[config.mk]
export PLATFORM = sky130hd
export DESIGN_NAME = spi_master_with_fifos_core
export DESIGN_NICKNAME = d
export VERILOG_FILES = /design/src/hw/rtl/spimf_pkg.sv /design/src/hw/rtl/spimf_ram.sv /design/src/hw/rtl/spimf_obuf.sv /design/src/hw/rtl/spi_master_with_fifos_core.sv
export SDC_FILE = /design/constraint.sdc
export NUM_CORES = 1
export LEC_CHECK = 0
export ABC_AREA = 1
export CAP_MARGIN = 20
export CELL_PAD_IN_SITES_DETAIL_PLACEMENT = 0
export CELL_PAD_IN_SITES_GLOBAL_PLACEMENT = 1
export CORE_MARGIN = 1.5
export CORE_UTILIZATION = 45
export DETAILED_ROUTE_END_ITERATION = 10
export DONT_BUFFER_PORTS = 1
export PLACE_DENSITY_LB_ADDON = 0.1
export SYNTH_ARGS = -nofsm -noshare
export SYNTH_HDL_FRONTEND = slang
export SYNTH_HIERARCHICAL = 1
export SYNTH_SLANG_ARGS = --single-unit
[constraint.sdc]
create_clock -name clk -period 4.8 [get_ports clk]
set_clock_uncertainty 0.05 [all_clocks]
set_input_delay 0.72 -clock clk [delete_from_list [all_inputs] [get_ports clk]]
set_output_delay 0.72 -clock clk [all_outputs]
set_load 0.01 [all_outputs]
[src/hw/rtl/spimf_pkg.sv]
// Shared constants, codes and types for the SPI master with FIFOs.
package spimf_pkg;

	localparam int FIFO_DEPTH_DEF = 16;
	localparam int OBUF_DEPTH = 3;
	localparam int OBUF_CW = $clog2(OBUF_DEPTH + 1);
	localparam int OBUF_IW = $clog2(OBUF_DEPTH);

	localparam logic [15:0] DIVIDER_RESET = 16'd256;

	localparam logic [1:0] KIND_WRITE = 2'd0;
	localparam logic [1:0] KIND_READ = 2'd1;
	localparam logic [1:0] KIND_TICK = 2'd2;

	localparam logic REG_CTRL = 1'b0;
	localparam logic REG_DATA = 1'b1;

	localparam int CTRL_CLR_TX_BIT = 4;
	localparam int CTRL_CLR_RX_BIT = 5;
	localparam int CTRL_ACTIVE_BIT = 7;

	typedef struct packed {
		logic        cs1_n;
		logic        cs0_n;
		logic        mosi;
		logic        sclk;
		logic [18:0] read_data;
	} result_t;

endpackage

[src/hw/rtl/spimf_ram.sv]
// Generic single-port-write, single-port-read RAM with registered read data.
module spimf_ram #(
	parameter int WIDTH = 8,
	parameter int DEPTH = 16
) (
	input  logic                     clk,
	input  logic                     we,
	input  logic [$clog2(DEPTH)-1:0] waddr,
	input  logic [WIDTH-1:0]         wdata,
	input  logic                     re,
	input  logic [$clog2(DEPTH)-1:0] raddr,
	output logic [WIDTH-1:0]         rdata
);

	logic [WIDTH-1:0] mem_q [DEPTH];

	always_ff @(posedge clk) begin
		if (we) begin
			mem_q[waddr] <= wdata;
		end
		if (re) begin
			rdata <= mem_q[raddr];
		end
	end

endmodule

[src/hw/rtl/spimf_obuf.sv]
// Small result buffer that decouples the result stream from the input stream.
module spimf_obuf (
	input  logic                            clk,
	input  logic                            arst_n,
	input  logic                            push,
	input  spimf_pkg::result_t              push_data,
	input  logic                            pop,
	output logic                            out_valid,
	output spimf_pkg::result_t              out_data,
	output logic [spimf_pkg::OBUF_CW-1:0]   count
);

	localparam logic [spimf_pkg::OBUF_IW-1:0] LAST_IDX =
		spimf_pkg::OBUF_IW'(spimf_pkg::OBUF_DEPTH - 1);

	spimf_pkg::result_t                entry_q [spimf_pkg::OBUF_DEPTH];
	logic [spimf_pkg::OBUF_IW-1:0]     wptr_q;
	logic [spimf_pkg::OBUF_IW-1:0]     rptr_q;
	logic [spimf_pkg::OBUF_CW-1:0]     count_q;

	assign out_valid = (count_q != '0);
	assign out_data = entry_q[rptr_q];
	assign count = count_q;

	always_ff @(posedge clk) begin
		if (push) begin
			entry_q[wptr_q] <= push_data;
		end
	end

	always_ff @(posedge clk or negedge arst_n) begin
		if (!arst_n) begin
			wptr_q <= '0;
			rptr_q <= '0;
			count_q <= '0;
		end else begin
			if (push) begin
				wptr_q <= (wptr_q == LAST_IDX) ? '0 : wptr_q + 1'b1;
			end
			if (pop) begin
				rptr_q <= (rptr_q == LAST_IDX) ? '0 : rptr_q + 1'b1;
			end
			if (push && !pop) begin
				count_q <= count_q + 1'b1;
			end else if (pop && !push) begin
				count_q <= count_q - 1'b1;
			end
		end
	end

endmodule

[src/hw/rtl/spi_master_with_fifos_core.sv]
// Top level of the mode 0 SPI master with TX and RX byte FIFOs behind registers.
//
//  Channel   | Direction | Contents
//  s_axis    | in        | tuser: kind, reg_select; tdata: write_data, miso
//  m_axis    | out       | tdata: read_data, sclk, mosi, cs0_n, cs1_n
//  cfg       | in        | clock_divider, written whenever cfg_we is high
//
// One beat is accepted every cycle while the buffer has room. Its state update
// happens in the cycle of acceptance; the FIFO memories answer in the cycle
// after, when the result is formed and placed in a three-entry result buffer
// that it leaves from. Stalls on the result side fill the buffer and then hold
// s_axis_tready low. Reset needs no clearing pass.
module spi_master_with_fifos_core #(
	parameter int FIFO_DEPTH = spimf_pkg::FIFO_DEPTH_DEF
) (
	input  logic        clk,
	input  logic        arst_n,
	input  logic        s_axis_tvalid,
	output logic        s_axis_tready,
	input  logic [15:0] s_axis_tdata,  // [7:0] write_data, [8] miso, rest zero
	input  logic [2:0]  s_axis_tuser,  // [1:0] kind, [2] reg_select
	output logic        m_axis_tvalid,
	input  logic        m_axis_tready,
	output logic [23:0] m_axis_tdata,  // [18:0] read_data, [19] sclk, [20] mosi,
	                                   // [21] cs0_n, [22] cs1_n, rest zero
	input  logic        cfg_we,
	input  logic [15:0] cfg_wdata
);

	localparam int IW = $clog2(FIFO_DEPTH);
	localparam int CW = $clog2(FIFO_DEPTH + 1);
	localparam int SW = CW + 1;
	localparam logic [CW-1:0] FULL = CW'(FIFO_DEPTH);
	localparam logic [SW-1:0] DEPTH_S = SW'(FIFO_DEPTH);

	logic [1:0] kind;
	logic       reg_sel;
	logic [7:0] wr_data;
	logic       miso_in;
	logic       acc;

	assign kind = s_axis_tuser[1:0];
	assign reg_sel = s_axis_tuser[2];
	assign wr_data = s_axis_tdata[7:0];
	assign miso_in = s_axis_tdata[8];
	assign acc = s_axis_tvalid && s_axis_tready;

	logic [15:0]   divider_q;
	logic          active_q, active_nxt;
	logic [1:0]    csel_q, csel_nxt;
	logic [CW-1:0] tx_count_q, tx_count_nxt;
	logic [IW-1:0] tx_head_q, tx_head_nxt;
	logic [CW-1:0] rx_count_q, rx_count_nxt;
	logic [IW-1:0] rx_head_q, rx_head_nxt;
	logic [7:0]    shift_byte_q, shift_nxt;
	logic [3:0]    bits_left_q, bits_nxt;
	logic          clk_lvl_q, clk_lvl_nxt;
	logic [15:0]   div_cnt_q, div_cnt_nxt;
	logic          miso_q, miso_nxt;
	logic          load_pend_q, load_nxt;

	logic          valid_s1;
	logic [18:0]   status_s1;
	logic          pop_s1;
	logic          from_load_s1;
	logic          mosi_s1;
	logic          sclk_s1;
	logic          cs0_n_s1;
	logic          cs1_n_s1;

	logic          tx_we, tx_re, rx_we, rx_re;
	logic [IW-1:0] tx_waddr, rx_waddr;
	logic [7:0]    rx_wdata;
	logic [7:0]    tx_rdata, rx_rdata;
	logic [7:0]    sb;
	logic [SW-1:0] tx_wsum, rx_wsum, tx_hinc, rx_hinc;
	logic [IW-1:0] tx_head_inc, rx_head_inc;
	logic [15:0]   half;
	logic [15:0]   div_inc;
	logic [18:0]   status_nxt;
	logic          pop_nxt;
	logic [3:0]    bits_dec;

	always_comb begin
		tx_wsum = SW'(tx_head_q) + SW'(tx_count_q);
		rx_wsum = SW'(rx_head_q) + SW'(rx_count_q);
		tx_hinc = SW'(tx_head_q) + SW'(1);
		rx_hinc = SW'(rx_head_q) + SW'(1);
		tx_waddr = (tx_wsum >= DEPTH_S) ? IW'(tx_wsum - DEPTH_S) : IW'(tx_wsum);
		rx_waddr = (rx_wsum >= DEPTH_S) ? IW'(rx_wsum - DEPTH_S) : IW'(rx_wsum);
		tx_head_inc = (tx_hinc >= DEPTH_S) ? IW'(tx_hinc - DEPTH_S) : IW'(tx_hinc);
		rx_head_inc = (rx_hinc >= DEPTH_S) ? IW'(rx_hinc - DEPTH_S) : IW'(rx_hinc);
		half = (divider_q[15:1] == 15'd0) ? 16'h8000 : {1'b0, divider_q[15:1]};
		div_inc = div_cnt_q + 16'd1;
		sb = load_pend_q ? tx_rdata : shift_byte_q;
		bits_dec = bits_left_q - 4'd1;

		active_nxt = active_q;
		csel_nxt = csel_q;
		tx_count_nxt = tx_count_q;
		tx_head_nxt = tx_head_q;
		rx_count_nxt = rx_count_q;
		rx_head_nxt = rx_head_q;
		shift_nxt = sb;
		bits_nxt = bits_left_q;
		clk_lvl_nxt = clk_lvl_q;
		div_cnt_nxt = div_cnt_q;
		miso_nxt = miso_q;
		load_nxt = 1'b0;
		status_nxt = '0;
		pop_nxt = 1'b0;
		tx_we = 1'b0;
		tx_re = 1'b0;
		rx_we = 1'b0;
		rx_re = 1'b0;
		rx_wdata = {sb[6:0], miso_q};

		if (acc) begin
			unique case (kind)
				spimf_pkg::KIND_WRITE: begin
					if (reg_sel == spimf_pkg::REG_CTRL) begin
						csel_nxt = wr_data[1:0];
						if (wr_data[spimf_pkg::CTRL_CLR_TX_BIT]) begin
							tx_count_nxt = '0;
							tx_head_nxt = '0;
						end
						if (wr_data[spimf_pkg::CTRL_CLR_RX_BIT]) begin
							rx_count_nxt = '0;
							rx_head_nxt = '0;
						end
						active_nxt = wr_data[spimf_pkg::CTRL_ACTIVE_BIT];
						if (!wr_data[spimf_pkg::CTRL_ACTIVE_BIT]) begin
							bits_nxt = '0;
							clk_lvl_nxt = 1'b0;
							div_cnt_nxt = '0;
						end
					end else if (tx_count_q < FULL) begin
						tx_we = 1'b1;
						tx_count_nxt = tx_count_q + 1'b1;
					end
				end
				spimf_pkg::KIND_READ: begin
					if (reg_sel == spimf_pkg::REG_CTRL) begin
						status_nxt = {(tx_count_q < FULL), (rx_count_q != '0),
							((tx_count_q == '0) && (bits_left_q == '0)),
							8'd0, active_q, 5'd0, csel_q};
					end else if (rx_count_q != '0) begin
						rx_re = 1'b1;
						pop_nxt = 1'b1;
						rx_head_nxt = rx_head_inc;
						rx_count_nxt = rx_count_q - 1'b1;
					end
				end
				spimf_pkg::KIND_TICK: begin
					if (active_q) begin
						if (bits_left_q == '0) begin
							if ((tx_count_q != '0) && (rx_count_q < FULL)) begin
								tx_re = 1'b1;
								load_nxt = 1'b1;
								tx_head_nxt = tx_head_inc;
								tx_count_nxt = tx_count_q - 1'b1;
								bits_nxt = 4'd8;
								clk_lvl_nxt = 1'b0;
								div_cnt_nxt = '0;
							end
						end else if (div_inc < half) begin
							div_cnt_nxt = div_inc;
						end else begin
							div_cnt_nxt = '0;
							if (!clk_lvl_q) begin
								clk_lvl_nxt = 1'b1;
								miso_nxt = miso_in;
							end else begin
								clk_lvl_nxt = 1'b0;
								shift_nxt = {sb[6:0], miso_q};
								bits_nxt = bits_dec;
								if ((bits_dec == '0) && (rx_count_q < FULL)) begin
									rx_we = 1'b1;
									rx_count_nxt = rx_count_q + 1'b1;
								end
							end
						end
					end
				end
				default: begin
				end
			endcase
		end
	end

	spimf_ram #(
		.WIDTH(8),
		.DEPTH(FIFO_DEPTH)
	) u_tx_ram (
		.clk  (clk),
		.we   (tx_we),
		.waddr(tx_waddr),
		.wdata(wr_data),
		.re   (tx_re),
		.raddr(tx_head_q),
		.rdata(tx_rdata)
	);

	spimf_ram #(
		.WIDTH(8),
		.DEPTH(FIFO_DEPTH)
	) u_rx_ram (
		.clk  (clk),
		.we   (rx_we),
		.waddr(rx_waddr),
		.wdata(rx_wdata),
		.re   (rx_re),
		.raddr(rx_head_q),
		.rdata(rx_rdata)
	);

	always_ff @(posedge clk or negedge arst_n) begin
		if (!arst_n) begin
			divider_q <= spimf_pkg::DIVIDER_RESET;
			active_q <= 1'b0;
			csel_q <= '0;
			tx_count_q <= '0;
			tx_head_q <= '0;
			rx_count_q <= '0;
			rx_head_q <= '0;
			shift_byte_q <= '0;
			bits_left_q <= '0;
			clk_lvl_q <= 1'b0;
			div_cnt_q <= '0;
			miso_q <= 1'b0;
			load_pend_q <= 1'b0;
			valid_s1 <= 1'b0;
		end else begin
			if (cfg_we) begin
				divider_q <= cfg_wdata;
			end
			active_q <= active_nxt;
			csel_q <= csel_nxt;
			tx_count_q <= tx_count_nxt;
			tx_head_q <= tx_head_nxt;
			rx_count_q <= rx_count_nxt;
			rx_head_q <= rx_head_nxt;
			shift_byte_q <= shift_nxt;
			bits_left_q <= bits_nxt;
			clk_lvl_q <= clk_lvl_nxt;
			div_cnt_q <= div_cnt_nxt;
			miso_q <= miso_nxt;
			load_pend_q <= load_nxt;
			valid_s1 <= acc;
		end
	end

	always_ff @(posedge clk) begin
		if (acc) begin
			status_s1 <= status_nxt;
			pop_s1 <= pop_nxt;
			from_load_s1 <= load_nxt;
			mosi_s1 <= (bits_nxt != '0) && shift_nxt[7];
			sclk_s1 <= clk_lvl_nxt;
			cs0_n_s1 <= !(active_nxt && (csel_nxt == 2'd0));
			cs1_n_s1 <= !(active_nxt && (csel_nxt == 2'd1));
		end
	end

	spimf_pkg::result_t            res;
	spimf_pkg::result_t            out_res;
	logic [spimf_pkg::OBUF_CW-1:0] obuf_count;
	logic                          out_pop;

	always_comb begin
		res.read_data = pop_s1 ? {11'd0, rx_rdata} : status_s1;
		res.sclk = sclk_s1;
		res.mosi = from_load_s1 ? tx_rdata[7] : mosi_s1;
		res.cs0_n = cs0_n_s1;
		res.cs1_n = cs1_n_s1;
	end

	assign out_pop = m_axis_tvalid && m_axis_tready;

	spimf_obuf u_obuf (
		.clk      (clk),
		.arst_n   (arst_n),
		.push     (valid_s1),
		.push_data(res),
		.pop      (out_pop),
		.out_valid(m_axis_tvalid),
		.out_data (out_res),
		.count    (obuf_count)
	);

	assign s_axis_tready = ((SW'(obuf_count) + SW'(valid_s1)) < SW'(spimf_pkg::OBUF_DEPTH));
	assign m_axis_tdata = {1'b0, out_res.cs1_n, out_res.cs0_n, out_res.mosi, out_res.sclk,
		out_res.read_data};

endmodule
==> parameters.txt <==
Parameter                              Value

Synthesis
  Count of state elements after synthesis ... 427
  EDFF count, synth ... 353
  Most frequent cell after synthesis ... sky130_fd_sc_hd__nand2_1
  Flip-flop cell with the highest count after synthesis ... sky130_fd_sc_hd__edfxtp_1
  Gate Count Post-Synth ... 1,933
  Unique masters post-synth ... 49
  Synth top cells by count ... 562 x sky130_fd_sc_hd__nand2_1, 353 x sky130_fd_sc_hd__edfxtp_1, 304 x sky130_fd_sc_hd__inv_1, 258 x sky130_fd_sc_hd__nand3_1, 75 x sky130_fd_sc_hd__nor2_1
  Cell area after synthesis ... 19,500 sq um
  Post-synth top area cell ... sky130_fd_sc_hd__edfxtp_1
  Share of the synthesized area in the top cell type ... 54.3%
  Synth async-reset ratio ... 17.3%
  Seq/Total Area, Yosys ... 63.8%
  Average cell area after synthesis ... 10.1 sq um
  Top cells by area in the synthesized netlist ... sky130_fd_sc_hd__edfxtp_1 54%, sky130_fd_sc_hd__nand2_1 11%, sky130_fd_sc_hd__dfrtp_1 9.4%, sky130_fd_sc_hd__nand3_1 6.6%, sky130_fd_sc_hd__inv_1 5.8%
  Total number of yosys warnings ... 6

GRT
  Largest net degree at the start of global routing ... 75
  Total congestion overflow after global routing ... 0
  Number of antenna violations at the first check in global routing ... 0
  Number of global-route vias before repair ... 12,200
  Total global-route track usage ... 19.9%
  Wire length of the first global-routing pass ... 67,600 um

Die
  Number of rows in the core area ... 76
  Placeable core region ... 43,000 sq um
  Die area ... 44,700 sq um
  Initial Util ... 45.4%
  Top-level I/O count ... 66
  DIE WIDTH ... 211 um
  Die height ... 211 um

Drt
  Final wirelength ... 43,300 um
  Remaining design rule violation count ... 0
  Initial drt markers ... 711
  Drt via density ... 4.85
  Detailed-routing iteration count for the pre-antenna-repair pass ... 4
  Total number of vias ... 12,600
  Routed WL per cell ... 16.7 um
  Number of routed nets with antenna violations ... 0

Worst setup path
  Largest stage delay, worst path ... 0.41 ns
  Critical Path Most Common Cell ... sky130_fd_sc_hd__nand2_1
  Launch point of the worst path ... div_cnt_q[0]
  End of the worst register-to-register path ... u_rx_ram/mem_q[15][0]
  Sum of buffers and inverters on the critical path ... 2
  RR Startpoint ... div_cnt_q[0]
  Ordered cell list for the critical path ... ha_1 -> nand2_1 -> nor3_2 -> nand3_1 -> nor2_1 -> nand2_1 -> nor2_1 -> nand2_1 -> xor2_1 -> inv_1 -> ha_1 -> nand2_1 -> nor4_1 -> nand2_1 -> nand2_2 -> nand3_2 -> nor2_1 -> nand3_1 -> nor2_1 -> buf_4
  Top delay family on crit path ... simple AND/OR/NAND/NOR gates
  Cell count of the worst reg-to-reg path ... 20
  Startpoint types ... flip-flop
  Type of the setup path with the least slack ... flip-flop to flip-flop
  Reg-to-reg setup timing slack ... 0.50 ns
  Required time of the critical path ... 5.06 ns
  Largest fanout on the critical path ... 7
  Arrival @ worst endpoint ... 4.55 ns
  CP max stage cell ... sky130_fd_sc_hd__dfrtp_1
  Worst Setup End Kind ... flip-flop

Power
  Worst-case vdd ir drop ... 0.275 mV
  Power per unit of standard cell area ... 551 nW/um^2
  Leakage power ... 9.27 nW

STA
  Worst-Margin Slew ... 1.10 ns
  Count of final max-slew check failures ... 0
  Fmax ... 233 MHz
  Setup violators final ... 0
  Hold Fails Final Rpt ... 0
  Crit path time final ... 4.30 ns
  Period utilisation layout ... 89.5%
  TNS Setup ... 0 ns
  RSZ-0062 raised after global routing ... false
  Slew margin rel. ... 26.5%

Finish
  Layout Area Growth over Synthesis ... 11.0%
  Inserted Diodes ... 0
  Final net count ... 2,045
  Filler instances ... 4,000
  Number of standard cells in the layout, taps in and fillers out ... 2,586
  Fraction of layout cells with a size suffix above 1 ... 7.25%

Clocking
  Skew-Pair Late Insertion Delay ... 0.60 ns
  Post-CTS clock slew at the launch and capture registers of the worst setup and hold paths ... 0.06 ns
  Buffers inserted during post-CTS setup optimization ... 0
  TritonCTS clock tree ... done
  H-tree depth ... 2
  Max clock buf depth ... 3
  CTS Buf Count ... 47
  Root buffer cell ... sky130_fd_sc_hd__clkbuf_16
  Clk sink count ... 427

Placed design
  Port Buffers ... 0
  Detail Placement HPWL ... 27,300 um
  Final GP Congestion ... 0.817
  Count of placed standard cells including taps ... 2,497

Min path
  Worst hold endpoint ... divider_q[8]
  Min-Delay Path Class ... primary input to flip-flop
  Hold Path Stages ... 1
  Worst Min Path Start ... cfg_we

Outcome
  Status ... complete, no violations

Flow run
  Max-cap violation count ... 0
[kinds of logic after synthesis]
kind of cell / share of synthesized area [%]
other: 0.0192
AOI/OAI and AO/OA: 3.06
xor gates and xnor gates: 1.30
muxes: 0.339
adders and majority gates: 2.74
DFF: 63.8
and+or+nand+nor: 20.4
buffers and inverters: 8.43
[sequential cells by signal, indices dropped and copies added, names as in the netlist, 2 cells and up]
signal and cells:
u_obuf/wptr_q 2, rx_count_q 5, rx_head_q 4, status_s1 6, u_tx_ram/rdata 8, u_obuf/entry_q 69
divider_q 15, csel_q 2, u_obuf/rptr_q 2, u_rx_ram/rdata 8, u_tx_ram/mem_q 128, tx_count_q 5
u_rx_ram/mem_q 128, div_cnt_q 16, shift_byte_q 8, bits_left_q 4, u_obuf/count 2, tx_head_q 4
[timing repair]
action / CTS / global route
endpoints found under the setup margin: 0 / 24
hold buffers: 2 / 0
gates resized for setup: 0 / 3
hold endpoints to repair: 74 / 0
[cell type report]
class	count	area [sq um]	share of cell area [%]
clock inverters	30	283	1.30
repair buffers	27	250	1.15
clock buffers	56	1220	5.63
inverters	320	1200	5.55
well taps	585	732	3.38
multi-input cells	1141	5530	25.5
flip-flops and latches	427	12500	57.5
[where the power goes]
group          internal [mW]  total (mW)  switching (mW)  leakage [nW]
sequential              4.69        4.97           0.283          4.12
clock                   2.04        3.51            1.47         0.731
combinational          0.941        3.46            2.52          4.41
[worst max path at each step]
stage                       endpoint  slack [ns]  cells after the start
5_1_grt         u_rx_ram/mem_q[1][6]        0.03                     19
2_1_floorplan   u_rx_ram/mem_q[2][0]        0.98                     20
4_1_cts         u_rx_ram/mem_q[1][6]        0.36                     19
3_3_place_gp    u_rx_ram/mem_q[1][6]        0.51                     19
6_report       u_rx_ram/mem_q[15][0]        0.50                     20
3_5_place_dp    u_rx_ram/mem_q[1][4]        0.39                     19
[metrics by stage]
stage	setup WS [ns]	power, mW	instance area [sq um]	utilization [%]	hold slack [ns]
after floorplan	0.978	7.56	19600	-	0.374
after global placement	0.513	8.50	20100	46.7	0.377
after detailed placement	0.389	8.54	20100	46.8	0.378
after CTS	0.362	12.1	21600	50.4	0.131
after global routing	0.0319	12.7	21700	50.4	0.154
final	0.503	11.9	21700	50.4	0.171
[metal layers]
layer | vias to the layer above | part of all wire [%] | GRT usage [%]
met1 | 5933 | 45 | 26.7
li1 | 6349 | - | -
met4 | 0 | 2.2 | 6.55
met2 | 217 | 49 | 33.4
met5 | - | 0 | 0
met3 | 54 | 3.7 | 2.83
[worst reg2reg max path: cells and delay by family, from the launching register on]
family                     cells  cell delay [ns]
and+or+nand+nor               15             2.67
adders and majority gates      2             0.46
DFF                            1             0.41
buffers and inverters          2             0.27
xor gates and xnor gates       1             0.17
[layout by cell type (no fill, tap or decap), types with 3 or more instances in the layout]
cell and count:
sky130_fd_sc_hd__clkbuf_1 8, sky130_fd_sc_hd__o21ai_0 46, sky130_fd_sc_hd__edfxtp_1 353, sky130_fd_sc_hd__nor3_1 6
sky130_fd_sc_hd__inv_2 14, sky130_fd_sc_hd__o22ai_1 6, sky130_fd_sc_hd__bufinv_16 4, sky130_fd_sc_hd__xnor2_1 12
sky130_fd_sc_hd__inv_1 304, sky130_fd_sc_hd__clkinv_1 11, sky130_fd_sc_hd__xor2_1 17, sky130_fd_sc_hd__nor3_2 3
sky130_fd_sc_hd__nand2_2 4, sky130_fd_sc_hd__a21oi_1 15, sky130_fd_sc_hd__o21ai_1 16, sky130_fd_sc_hd__a31oi_1 7
sky130_fd_sc_hd__nor4_1 7, sky130_fd_sc_hd__clkinvlp_4 3, sky130_fd_sc_hd__buf_4 23, sky130_fd_sc_hd__nor2_4 4
sky130_fd_sc_hd__ha_1 38, sky130_fd_sc_hd__conb_1 25, sky130_fd_sc_hd__dfrtp_1 71, sky130_fd_sc_hd__mux2_2 5
sky130_fd_sc_hd__clkbuf_16 47, sky130_fd_sc_hd__nor2_2 10, sky130_fd_sc_hd__nand2_1 562, sky130_fd_sc_hd__fa_1 3
sky130_fd_sc_hd__nand3_1 258, sky130_fd_sc_hd__o31ai_1 3, sky130_fd_sc_hd__clkinv_2 11, sky130_fd_sc_hd__nor2_1 71
sky130_fd_sc_hd__nand4_1 4
(Power assumes the default switching activity.)
